===== config.mk =====
export PLATFORM = sky130hd
export DESIGN_NAME = fps_front
export DESIGN_NICKNAME = d
export VERILOG_FILES = /design/src/hdl/fps_pkg.sv /design/src/hdl/fps_front.sv
export SDC_FILE = /design/constraint.sdc
export NUM_CORES = 1
export LEC_CHECK = 0
export ABC_AREA = 1
export BUFFER_PORTS_ARGS = -buffer_cell sky130_fd_sc_hd__buf_4
export CORE_AREA = 2 2 144 146
export CTS_CLUSTER_DIAMETER = 30
export CTS_CLUSTER_SIZE = 14
export DETAILED_ROUTE_END_ITERATION = 16
export DIE_AREA = 0 0 146 148
export HOLD_SLACK_MARGIN = 0.1
export PLACE_DENSITY = 0.61
export SLEW_MARGIN = 20
export SYNTH_ARGS = -nofsm -noshare
export SYNTH_HDL_FRONTEND = slang
export SYNTH_SLANG_ARGS = --single-unit

===== constraint.sdc =====
create_clock -name i_clk -period 14.27 [get_ports i_clk]
set_input_delay 2.854 -clock i_clk [delete_from_list [all_inputs] [get_ports i_clk]]
set_output_delay 2.854 -clock i_clk [all_outputs]
set_load 0.1 [all_outputs]

===== src/hdl/fps_pkg.sv =====
// Package for the farthest point sampler: shared types and constants.
// No dependencies; every other file of the block imports it.
package fps_pkg;

    localparam int unsigned COORD_W = 16;
    localparam int unsigned CNT_W   = 7;
    localparam int unsigned DIST_W  = 36;
    localparam logic [CNT_W-1:0] SAMPLE_COUNT_RST = 7'd16;

    // Command word passed from the loader to the sampling engine.
    typedef struct packed {
        logic        wr;        // store this point
        logic        run;       // cloud is complete, start sampling
        logic        dropped;   // overflow flag for this cloud
        logic [CNT_W-1:0] cnt;  // effective sample count
    } t_cmd;

    typedef enum logic [2:0] {
        S_IDLE,
        S_SMALL,
        S_EMPTY,
        S_FIRST,
        S_SCAN,
        S_DRAIN,
        S_EMIT
    } t_state;

endpackage


===== src/hdl/fps_front.sv =====
// Front end: accepts point words, tracks cloud fill and overflow, and
// pushes store or run commands into a short queue. Depends on fps_pkg.
module fps_front #(
    parameter int unsigned MAX_POINTS  = 1024,
    parameter int unsigned MAX_SAMPLES = 64,
    parameter int unsigned AW = 10
) (
    input  logic i_clk,
    input  logic i_rst_n,
    input  logic i_valid,
    output logic o_ready,
    input  logic [3*fps_pkg::COORD_W-1:0] i_pos,
    input  logic i_last,
    input  logic [fps_pkg::CNT_W-1:0] i_sample_count,
    // queue output
    output logic o_q_valid,
    input  logic i_q_pop,
    output fps_pkg::t_cmd o_q_cmd,
    output logic [AW-1:0] o_q_addr,
    output logic [AW:0] o_q_n,
    output logic [3*fps_pkg::COORD_W-1:0] o_q_pos
);
    import fps_pkg::*;

    localparam int unsigned QD = 2;
    localparam logic [CNT_W-1:0] MAX_S = CNT_W'(MAX_SAMPLES);
    localparam logic [AW:0] MAX_P = (AW+1)'(MAX_POINTS);

    typedef struct packed {
        t_cmd cmd;
        logic [AW-1:0] addr;
        logic [AW:0] n;
        logic [3*COORD_W-1:0] pos;
    } t_entry;

    t_entry r_q [QD];
    logic   r_rd, r_wr;
    logic [1:0] r_fill;
    logic [AW:0] r_loaded;
    logic r_drop;
    logic push, pop, room;
    t_entry e;
    logic [AW:0] n_loaded;

    assign o_ready = (r_fill != 2'd2);
    assign push    = i_valid && o_ready;
    assign pop     = i_q_pop && (r_fill != 2'd0);
    assign room    = (r_loaded < MAX_P);

    // Build the command word for an accepted point.
    always_comb begin
        n_loaded      = r_loaded + (AW+1)'(room);
        e.cmd.wr      = room;
        e.cmd.run     = i_last;
        e.cmd.dropped = r_drop || !room;
        e.cmd.cnt     = (i_sample_count > MAX_S) ? MAX_S : i_sample_count;
        e.addr        = r_loaded[AW-1:0];
        e.n           = n_loaded;
        e.pos         = i_pos;
    end

    // Fill count, overflow flag and queue pointers.
    always_ff @(posedge i_clk) begin
        if (!i_rst_n) begin
            r_loaded <= '0;
            r_drop   <= 1'b0;
            r_rd     <= 1'b0;
            r_wr     <= 1'b0;
            r_fill   <= '0;
        end else begin
            if (push) begin
                r_wr <= !r_wr;
                if (i_last) begin
                    r_loaded <= '0;
                    r_drop   <= 1'b0;
                end else begin
                    r_loaded <= n_loaded;
                    r_drop   <= e.cmd.dropped;
                end
            end
            if (pop) r_rd <= !r_rd;
            r_fill <= r_fill + 2'(push) - 2'(pop);
        end
    end

    // Queue storage.
    always_ff @(posedge i_clk) begin
        if (push) r_q[r_wr] <= e;
    end

    assign o_q_valid = (r_fill != 2'd0);
    assign o_q_cmd   = r_q[r_rd].cmd;
    assign o_q_addr  = r_q[r_rd].addr;
    assign o_q_n     = r_q[r_rd].n;
    assign o_q_pos   = r_q[r_rd].pos;
endmodule


Word level (Yosys, flattened, before mapping). Memories as Yosys holds them, arrays and structs flattened. A register that Yosys moved wholly into a read port is not among the register bits. Index checks and enable logic that the tools add are counted.

Flip-flop bits (word level): 16. Bits in writable memories: 158. Input port bits: 60. Memories: 1.

Memories: r_q (words 2, width 79, rd ports 1, clocked after Yosys merged registers in 1, write ports 1, RTL line fps_front.sv:36) `t_entry r_q [QD];`.

$add $sub $neg: 3. $lt $le $gt $ge: 2. Eq/ne operators: 1. Mux-type cells: 7. Reduce and logical (&&, ||, !) cells: 7.

Operators by type and width (count): adder 11 x 1 -> 11 bit (1); < comparator 11 bit (second input constant) (1); 2-to-1 mux 11 bit (1); > comparator 7 bit (second input constant) (1); 2-to-1 mux 7 bit (1); 2-to-1 mux 1 bit (5); logical NOT 1 bit (3); adder 2 x 1 -> 2 bit (1); logical AND 1 bit (2); inequality test 2 bit (second input constant) (1); nonzero test 2 bit (1); subtractor 2 x 1 -> 2 bit (1); logical OR 1 bit (1).

Logic depth before layout (Yosys ltp). Gate-level depths: netlist of the first run.

Word-level depth: 4. Gate-level depth with buffers: 10. Depth with buffers taken out: 10.

Least setup slack after synthesis of the first run. Ideal clock, no wire load.

Kind: input to register. Start point: input port i_valid. End point: memory r_q[0][0] (netlist name), enable pin. Arrival time: 6.441 ns. Required time: 13.753 ns. Setup slack: 7.312 ns. Stages on the path: 3. Buffers on the path: 1. Cells stage by stage: nand2_4 -> buf_4 -> nor2_1.

Longest elaborated chain between the ends: 3.

Ends and longest elaborated chain: start: declaration (RTL line fps_front.sv:10) `input logic i_valid,`; logical AND 1 bit (RTL line fps_front.sv:46) `assign push = i_valid && o_ready;`; 2-to-1 mux 1 bit (RTL line fps_front.sv:88) `if (push) r_q[r_wr] <= e;`; 2-to-1 mux 1 bit (implied by the code) (RTL line fps_front.sv:88); end: declaration (RTL line fps_front.sv:36).

Every way passes these cells.

==> impl_metrics.ini, run 1 <==
[drt]
drt_iter0_drc = 169
wl_met3_microns = 932
dr.pass1.iters = 4
routedWlPerCell_microns = 15.7
ant_nets = 0
routed-wl-met2_mm = 6.20
met1_length_mm = 5.50
topRoutingLayerUsed = met4
num_vias = 3616
drc = 0
via_per_inst = 4.40
drt_wl_total_mm = 12.9

[timing]
whs_ns = 0.451
final_max_slew_viol_count = 0
finalHoldViolCount = 0
fmax_mhz = 203
finalCriticalPeriod_ns = 4.93
skew_ns = 0.00562
setup-tns-final_ns = 0
slew_headroom_pct = 45.0
finalCritPeriodShare_pct = 34.5
rsz0062_at_grt = no
tightest_slew_ns = 0.826
setup_violations = 0

[final_layout]
drive_gt1_share_pct = 48.1
nFillCells = 1825
fin_nets = 601
area_delta_synth_final_pct = 28.6
n_antenna_cell = 0

[worst_setup_path]
crit_required_ns = 11.42
crit_chain = buf_12, mux2_2, buf_4
endpoint_kind = output port
crit_fanout = 44
crit_slowest_cell = dfxtp_4
worst-setup-path-type = register to output port
slowest_delay_ns = 0.67
start_kind = register
critPathArrivalTime_ns = 2.07

[synth]
yosysWarnings = 0
avgSynthCellArea_sq_um = 17.2
synthAdderAreaFrac_pct = 0.562
synthTopCellsByCount = edfxtp_1, mux2_2, nand2_1
synth_top_family_by_area = multiplexers
synth_nets = 452
synth_xor_area_share_pct = 0.525
yosys.cell_count.top_type = edfxtp_1
netlist-cell-type-count = 31
yosys_most_used_dff = edfxtp_1
synth_compound_area_share_pct = 1.93
async_flop_share_pct = 0
muxShareOfSynthArea_pct = 13.3
synth-seq-cells = 175
yosys.area.top_type = edfxtp_1
synth_edf_count = 158
ys_seq_area_share_pct = 76.2
synthesis.area_sq_um = 6680
syn_inst = 389
synthTopCellsByArea = edfxtp_1, mux2_2, dfxtp_1
synth_top_area_share_pct = 71.1
yosys.area_share.simple_pct = 5.34

[clocking]
numClockSinks = 175
root_buffer = clkbuf_16
clk_latency_ns = 0.42
clkTransAtPathRegs_ns = 0.06
cts_tree = yes
cts_hold_buf = 0
cts_buffer_depth = 2
post_cts_resized = 0
cts_buffers = 17
post_cts_buffers = 0
cts.htree.levels = 4

[grt]
grt_pass1_vias = 3860
grt_pass1_wl_mm = 20.4
grtUsageTotal_pct = 12.4
grt_overflow = 0
antenna_found_initial = 0
grt_start_max_net_pins = 80

[die]
die_h_microns = 148
rows = 52
initial_utilization_pct = 33.3
die_w_microns = 146
core_area_sq_um = 20000
ioPinCount = 141
dieArea_sq_um = 21600

[pwr]
p_int_w = 0.00108
net-switching-power_w = 0.000907
swShare_pct = 45.7
ir_drop_mv = 0.112
clkPwrFrac_pct = 21.5
seqPwrFrac_pct = 34.2
power_density_nw_per_um2 = 231
leakage_nw = 3.14
comb_power_share_pct = 44.4

[job]
drv_cap = 0

[place]
io_buffers = 140
gp_congestion = 0.722
post-dp-hpwl_mm = 8.31

[run_status]
status = completed

[hold_path]
min_path_type = register to register
-- cell usage in the layout (no fill, tap or decap), types with 2 or more instances in the layout --
cell type / instances
mux2_2: 78
dfxtp_1: 16
or2_2: 3
inv_6: 3
edfxtp_1: 158
nor2_2: 2
inv_1: 16
clkinv_2: 4
nand3_1: 10
nor2_1: 10
nand2_2: 2
clkinv_1: 3
nor2_4: 3
buf_4: 141
and2_1: 4
clkinv_4: 2
nand2_1: 37
clkinvlp_4: 2
ha_1: 3
o21ai_0: 4
clkbuf_16: 17
xnor2_1: 3
o21bai_1: 2
a21oi_1: 14
-- per-layer routing --
layer	vias to the layer above	global-route usage, %
met5	-	0
met3	19	4.26
met1	1745	15.3
li1	1743	-
met2	109	19.8
met4	0	5.73
-- flip-flops by register name (all words and copies together) (netlist names), named ones only --
register and count:
r_fill 2, r_q 158, r_drop 1, r_rd 1
r_wr 1, r_loaded 11
-- worst paths after layout --
kind / to / slack [ns] / depth (start not counted) / start
setup / recovery: o_q_pos[32] / 9.34 / 3 / register
hold reg to reg: register / 0.45 / 1 / r_rd
hold / removal: register / 0.45 / 1 / r_rd
setup reg to reg: r_q[0][30] / 11.86 / 5 / r_fill[0]
-- power by group through the flow --
| stage | Sequential (W) | Clock (W) | Combinational, W |
|---|---|---|---|
| floorplan | 0.000678 | 0 | 0.000730 |
| global placement | 0.000703 | 0 | 0.000866 |
| detailed placement | 0.000707 | 0 | 0.000868 |
| CTS | 0.000696 | 0.000439 | 0.000870 |
| global route | 0.000687 | 0.000457 | 0.000908 |
| finish | 0.000678 | 0.000426 | 0.000880 |
-- stage by stage --
stage	instances	area [sq um]	power (W)	worst slack (ns)	utilization (%)
5_1_grt	821	8580	0.00205	9.23	42.8
2_1_floorplan	389	6680	0.00141	7.31	-
3_3_place_gp	788	8020	0.00157	9.43	40.0
4_1_cts	820	8560	0.00201	9.14	42.7
6_report	821	8580	0.00198	9.34	42.8
3_5_place_dp	788	8020	0.00157	9.38	40.0
-- cell type report --
type	count	area [sq um]	area share, %
clock buffer	17	425	4.96
inverter	16	60.1	0.700
tap	270	338	3.94
multi-input combinational	185	1460	17.0
timing repair buffer	143	1090	12.7
clock inverter	15	120	1.40
sequential	175	5090	59.3
-- worst max-delay path, delay by kind of cell (launching register included) --
family	cells	cell delay [ns]
flops	1	0.67
buf+inv	2	0.53
mux	1	0.39
-- kinds of logic after synthesis --
logic type,after synthesis
adder cells (fa/ha/maj),3
multiplexers,79
buffers and inverters,29
flip-flops,175
AO/OA/AOI/OAI,23
XOR/XNOR,4
AND/OR/NAND/NOR,76
(Power assumes the default switching activity.)
==> run 2: changes to the inputs <==
- clock period: 14.27 -> 4.85 ns (I/O delays scaled with it)
==> run 2 against run 1 <==
Against the previous run:
- worst hold slack better by 0.0064 ns
- highest routed layer unchanged
- sequential cell count unchanged
- global-route usage down 0.073 points
- critical path depth unchanged
- clock skew up 0.0031 ns
- sequential power rose to 2.9 times the previous value
- non-clock buffer count unchanged
- die area unchanged
==> impl_metrics.ini, run 2 (synthesis gave the netlist of run 1 again) <==
[worst_setup_path]
worst-setup-path-type = register to output port
start_kind = register
critPathArrivalTime_ns = 2.12
crit_required_ns = 3.88
crit_fanout = 42
endpoint_kind = output port

[die]
initial_utilization_pct = 33.3
die_h_microns = 148
core_area_sq_um = 20000
ioPinCount = 141
rows = 52
die_w_microns = 146
dieArea_sq_um = 21600

[grt]
grt_pass1_wl_mm = 20.3
grtUsageTotal_pct = 12.4
grt_overflow = 0
grt_pass1_vias = 3813
grt_start_max_net_pins = 80
antenna_found_initial = 0

[pwr]
swShare_pct = 45.2
net-switching-power_w = 0.00267
power_density_nw_per_um2 = 684
seqPwrFrac_pct = 33.9
comb_power_share_pct = 44.0
p_int_w = 0.00323
leakage_nw = 3.14
clkPwrFrac_pct = 22.2
ir_drop_mv = 0.449

[place]
gp_congestion = 0.748
pre_cts_slack_ns = 2.05
place_area_sq_um = 8040
post-dp-hpwl_mm = 8.45
io_buffers = 140

[timing]
finalWorstSetupSlack_ns = 1.76
setup-tns-final_ns = 0
finalCritPeriodShare_pct = 63.6
rsz0062_at_grt = no
slew_headroom_pct = 59.7
skew_ns = 0.00870
finalCriticalPeriod_ns = 3.09
tightest_slew_ns = 0.602
setup_violations = 0
fmax_mhz = 324
finalHoldViolCount = 0
final_max_slew_viol_count = 0

[final_layout]
stdcell_area_sq_um = 8630
n_antenna_cell = 0
largest_register_ffs = 158
drive_gt1_share_pct = 47.7
top_register = r_q
fin_nets = 601
area_delta_synth_final_pct = 29.3
final_cell_mix = edfxtp_1, buf_4, mux2_2
largestRegisters = r_q x158, r_loaded x11, r_fill x2
final_common_cell = edfxtp_1

[drt]
dr.pass1.iters = 4
ant_nets = 0
drc = 0
via_per_inst = 4.48
num_vias = 3679
drt_wl_total_mm = 13.2
routedWlPerCell_microns = 16.1
drt_iter0_drc = 192

[clocking]
cts_buffers = 17
numClockSinks = 175
cts_tree = yes
root_buffer = clkbuf_16
cts_buffer_depth = 2
clk_latency_ns = 0.42
cts_hold_buf = 0
clkTransAtPathRegs_ns = 0.07
post_cts_resized = 0
post_cts_buffers = 0
cts.htree.levels = 4

[run_status]
status = completed

[job]
drv_cap = 0

[hold_path]
min_path_type = register to register
## run 2: final timing paths
| check | start | endpoint | slack (ns) | cells after the start |
|---|---|---|---|---|
| worst max-delay path | register | o_q_pos[2] | 1.76 | 3 |
| worst max register to register | r_fill[0] | r_q[1][12] | 2.81 | 5 |
| worst min register to register | r_rd | register | 0.46 | 1 |
| worst min-delay path | r_rd | register | 0.46 | 1 |
## run 2: per-stage QoR
step	hold WS, ns	cells	utilization [%]	total power, W
3_3_place_gp	0.425	788	40.1	0.00462
5_1_grt	0.476	821	43.1	0.00610
2_1_floorplan	0.425	389	-	0.00413
3_5_place_dp	0.430	788	40.1	0.00464
4_1_cts	0.445	820	43.0	0.00597
6_report	0.458	821	43.1	0.00590
## run 2: worst max-delay path, cell delays in order (launching register included)
cell	delay [ns]
dfxtp_4	0.73
buf_12	0.30
mux2_2	0.39
buf_4	0.24
## run 2: cell type report
cell class | count | area [sq um]
Clock buffer | 19 | 433
Sequential cell | 175 | 5090
Tap cell | 270 | 338
Timing Repair Buffer | 143 | 1110
Multi-Input combinational cell | 185 | 1460
Fill cell | 1839 | 11400
Clock inverter | 13 | 139
Inverter | 16 | 60.1
## run 2: power by group through the flow
stage	Sequential, W	Clock (W)	Combinational [W]
finish	0.00200	0.00131	0.00259
global route	0.00203	0.00141	0.00267
CTS	0.00205	0.00135	0.00257
detailed placement	0.00208	0	0.00257
global placement	0.00207	0	0.00255
floorplan	0.00198	0	0.00215
## run 2: layer usage
metal,GRT usage (%),vias up,part of all wire (%)
li1,-,1735,-
met1,15.3,1824,44
met2,20.5,105,49
met3,3.52,15,5.7
met4,5.00,0,1.4
met5,0,-,0
==> run 3: changes to the inputs <==
- PLACE_DENSITY: 0.61 -> 0.63
- clock period: 4.85 -> 2.7 ns (I/O delays scaled with it)
==> run 3 against run 2 <==
Against the previous run:
- clock skew about the same
- clock power rose by 73%
- core utilization is 0.10 points higher
- worst setup slack worse by 1.5 ns
- sequential power increased by 77%
- global-route usage about the same
- final cell count rose by 0.49%
- first-iteration DRC count is 9.9% lower
- worst hold slack got worse by 0.15 ns
- register-to-register slack got worse by 1.9 ns
- non-clock buffer count rose by 4
- count of clock-buffer cells in the layout stayed put
- critical endpoint is now o_q_pos[9]
- largest cell class unchanged
- largest power group unchanged
- highest routed layer unchanged
==> impl_metrics.ini, run 3 (synthesis gave the netlist of run 1 again) <==
[clocking]
cts_buffers = 17
root_buffer = clkbuf_16
cts_buffer_depth = 2
cts_hold_buf = 0
post_cts_buffers = 0
numClockSinks = 175
post_cts_resized = 0
cts_tree = yes
clkTransAtPathRegs_ns = 0.07
clk_latency_ns = 0.42
cts.htree.levels = 4

[final_layout]
fin_nets = 605
final_common_cell = edfxtp_1
largestRegisters = r_q x158, r_loaded x11, r_fill x2
largest_register_ffs = 158
area_delta_synth_final_pct = 29.6
n_antenna_cell = 0
final_cell_mix = edfxtp_1, buf_4, mux2_2
drive_gt1_share_pct = 48.8
top_register = r_q
stdcell_area_sq_um = 8650

[place]
place_area_sq_um = 8100
io_buffers = 140
gp_congestion = 0.722
post-dp-hpwl_mm = 8.62

[worst_setup_path]
endpoint_kind = output port
cpLargestDelayFamily = buffers and inverters
cp_num_buf_inv = 2
crit_required_ns = 2.16
start_kind = register
crit_slowest_cell = buf_4
worst-setup-path-type = register to output port
slowest_delay_ns = 0.41
critPathArrivalTime_ns = 1.88
cpMostUsedCell = buf_4
crit_chain = buf_4, mux2_2, buf_4
crit_fanout = 35

[die]
dieArea_sq_um = 21600
initial_utilization_pct = 33.3
die_w_microns = 146
core_area_sq_um = 20000
rows = 52
ioPinCount = 141
die_h_microns = 148

[timing]
setup-tns-final_ns = 0
slew_headroom_pct = 69.3
final_max_slew_viol_count = 0
finalHoldViolCount = 0
tightest_slew_ns = 0.461
finalCritPeriodShare_pct = 89.8
skew_ns = 0.00855
fmax_mhz = 413
rsz0062_at_grt = no
finalCriticalPeriod_ns = 2.42
setup_violations = 0

[drt]
drt_iter0_drc = 173
via_per_inst = 4.42
routedWlPerCell_microns = 15.5
dr.pass1.iters = 4
drc = 0
num_vias = 3647
ant_nets = 0
drt_wl_total_mm = 12.8

[job]
drv_cap = 0

[pwr]
leakage_nw = 3.16
power_density_nw_per_um2 = 1220
ir_drop_mv = 0.634

[hold_path]
min_path_type = input pin to register

[grt]
grt_pass1_wl_mm = 20.4
grt_pass1_vias = 3985
grt_overflow = 0
antenna_found_initial = 0
grtUsageTotal_pct = 12.3
grt_start_max_net_pins = 41

[run_status]
status = completed
[run 3: cell count changes in the layout (fill, tap and decap cells not counted)]
cell        delta
buf_4          +4
clkinv_2       +4
clkinv_1       -3
clkinv_4       -2
inv_6          +2
bufinv_16      -1
clkbuf_1       -1
clkbuf_8       +1
clkinvlp_4     +1
inv_8          -1
nand2_2        -1
nand2_4        +1
[run 3: where the power goes]
part	internal [W]	leakage [nW]	total [W]	switching [W]
sequential	0.00342	1.62	0.00353	0.000115
clock	0.00129	0.262	0.00227	0.000980
combinational	0.00104	1.28	0.00474	0.00370
[run 3: routing by layer]
| metal | share of wire [%] | up-vias | track usage [%] |
|---|---|---|---|
| met2 | 51 | 101 | 21.1 |
| li1 | - | 1747 | - |
| met1 | 42 | 1785 | 14.3 |
| met3 | 5.5 | 14 | 4.26 |
| met4 | 1.2 | 0 | 4.95 |
| met5 | 0 | - | 0 |
[run 3: worst paths after layout]
check | startpoint | end | slack [ns] | depth (start not counted)
max | register | o_q_pos[9] | 0.28 | 3
min | i_pos[5] | r_q[0][5] | 0.31 | 1
max reg2reg | r_loaded[10] | r_q[0][58] | 0.88 | 7
min reg2reg | r_rd | register | 0.46 | 1
[run 3: layout make-up]
| class | instances | area (sq um) |
|---|---|---|
| well taps | 270 | 338 |
| fillers | 1832 | 11400 |
| repair buffers | 147 | 1140 |
| flip-flops and latches | 175 | 5090 |
| multi-input cells | 185 | 1470 |
| clock inverters | 13 | 114 |
| clock buffers | 19 | 443 |
| inverters | 16 | 60.1 |
[run 3: metrics by stage]
| step | setup slack, ns | power, W | hold WS, ns | std cells | util (%) |
|---|---|---|---|---|---|
| after floorplan | 0.100 | 0.00742 | 0.425 | 389 | - |
| after CTS | 0.225 | 0.0107 | 0.280 | 825 | 43.2 |
| after detailed placement | 0.690 | 0.00837 | 0.444 | 793 | 40.4 |
| after global placement | 0.709 | 0.00832 | 0.437 | 793 | 40.4 |
| final | 0.277 | 0.0105 | 0.306 | 825 | 43.2 |
| after global routing | 0.159 | 0.0109 | 0.277 | 825 | 43.2 |
[run 3: worst register-to-register path: cells and delay by family (launching register included)]
family | cells | cell delay, ns
buffers and inverters | 1 | 0.15
AND/OR/NAND/NOR | 4 | 0.64
adder cells (fa/ha/maj) | 2 | 0.46
flip-flops | 1 | 0.33
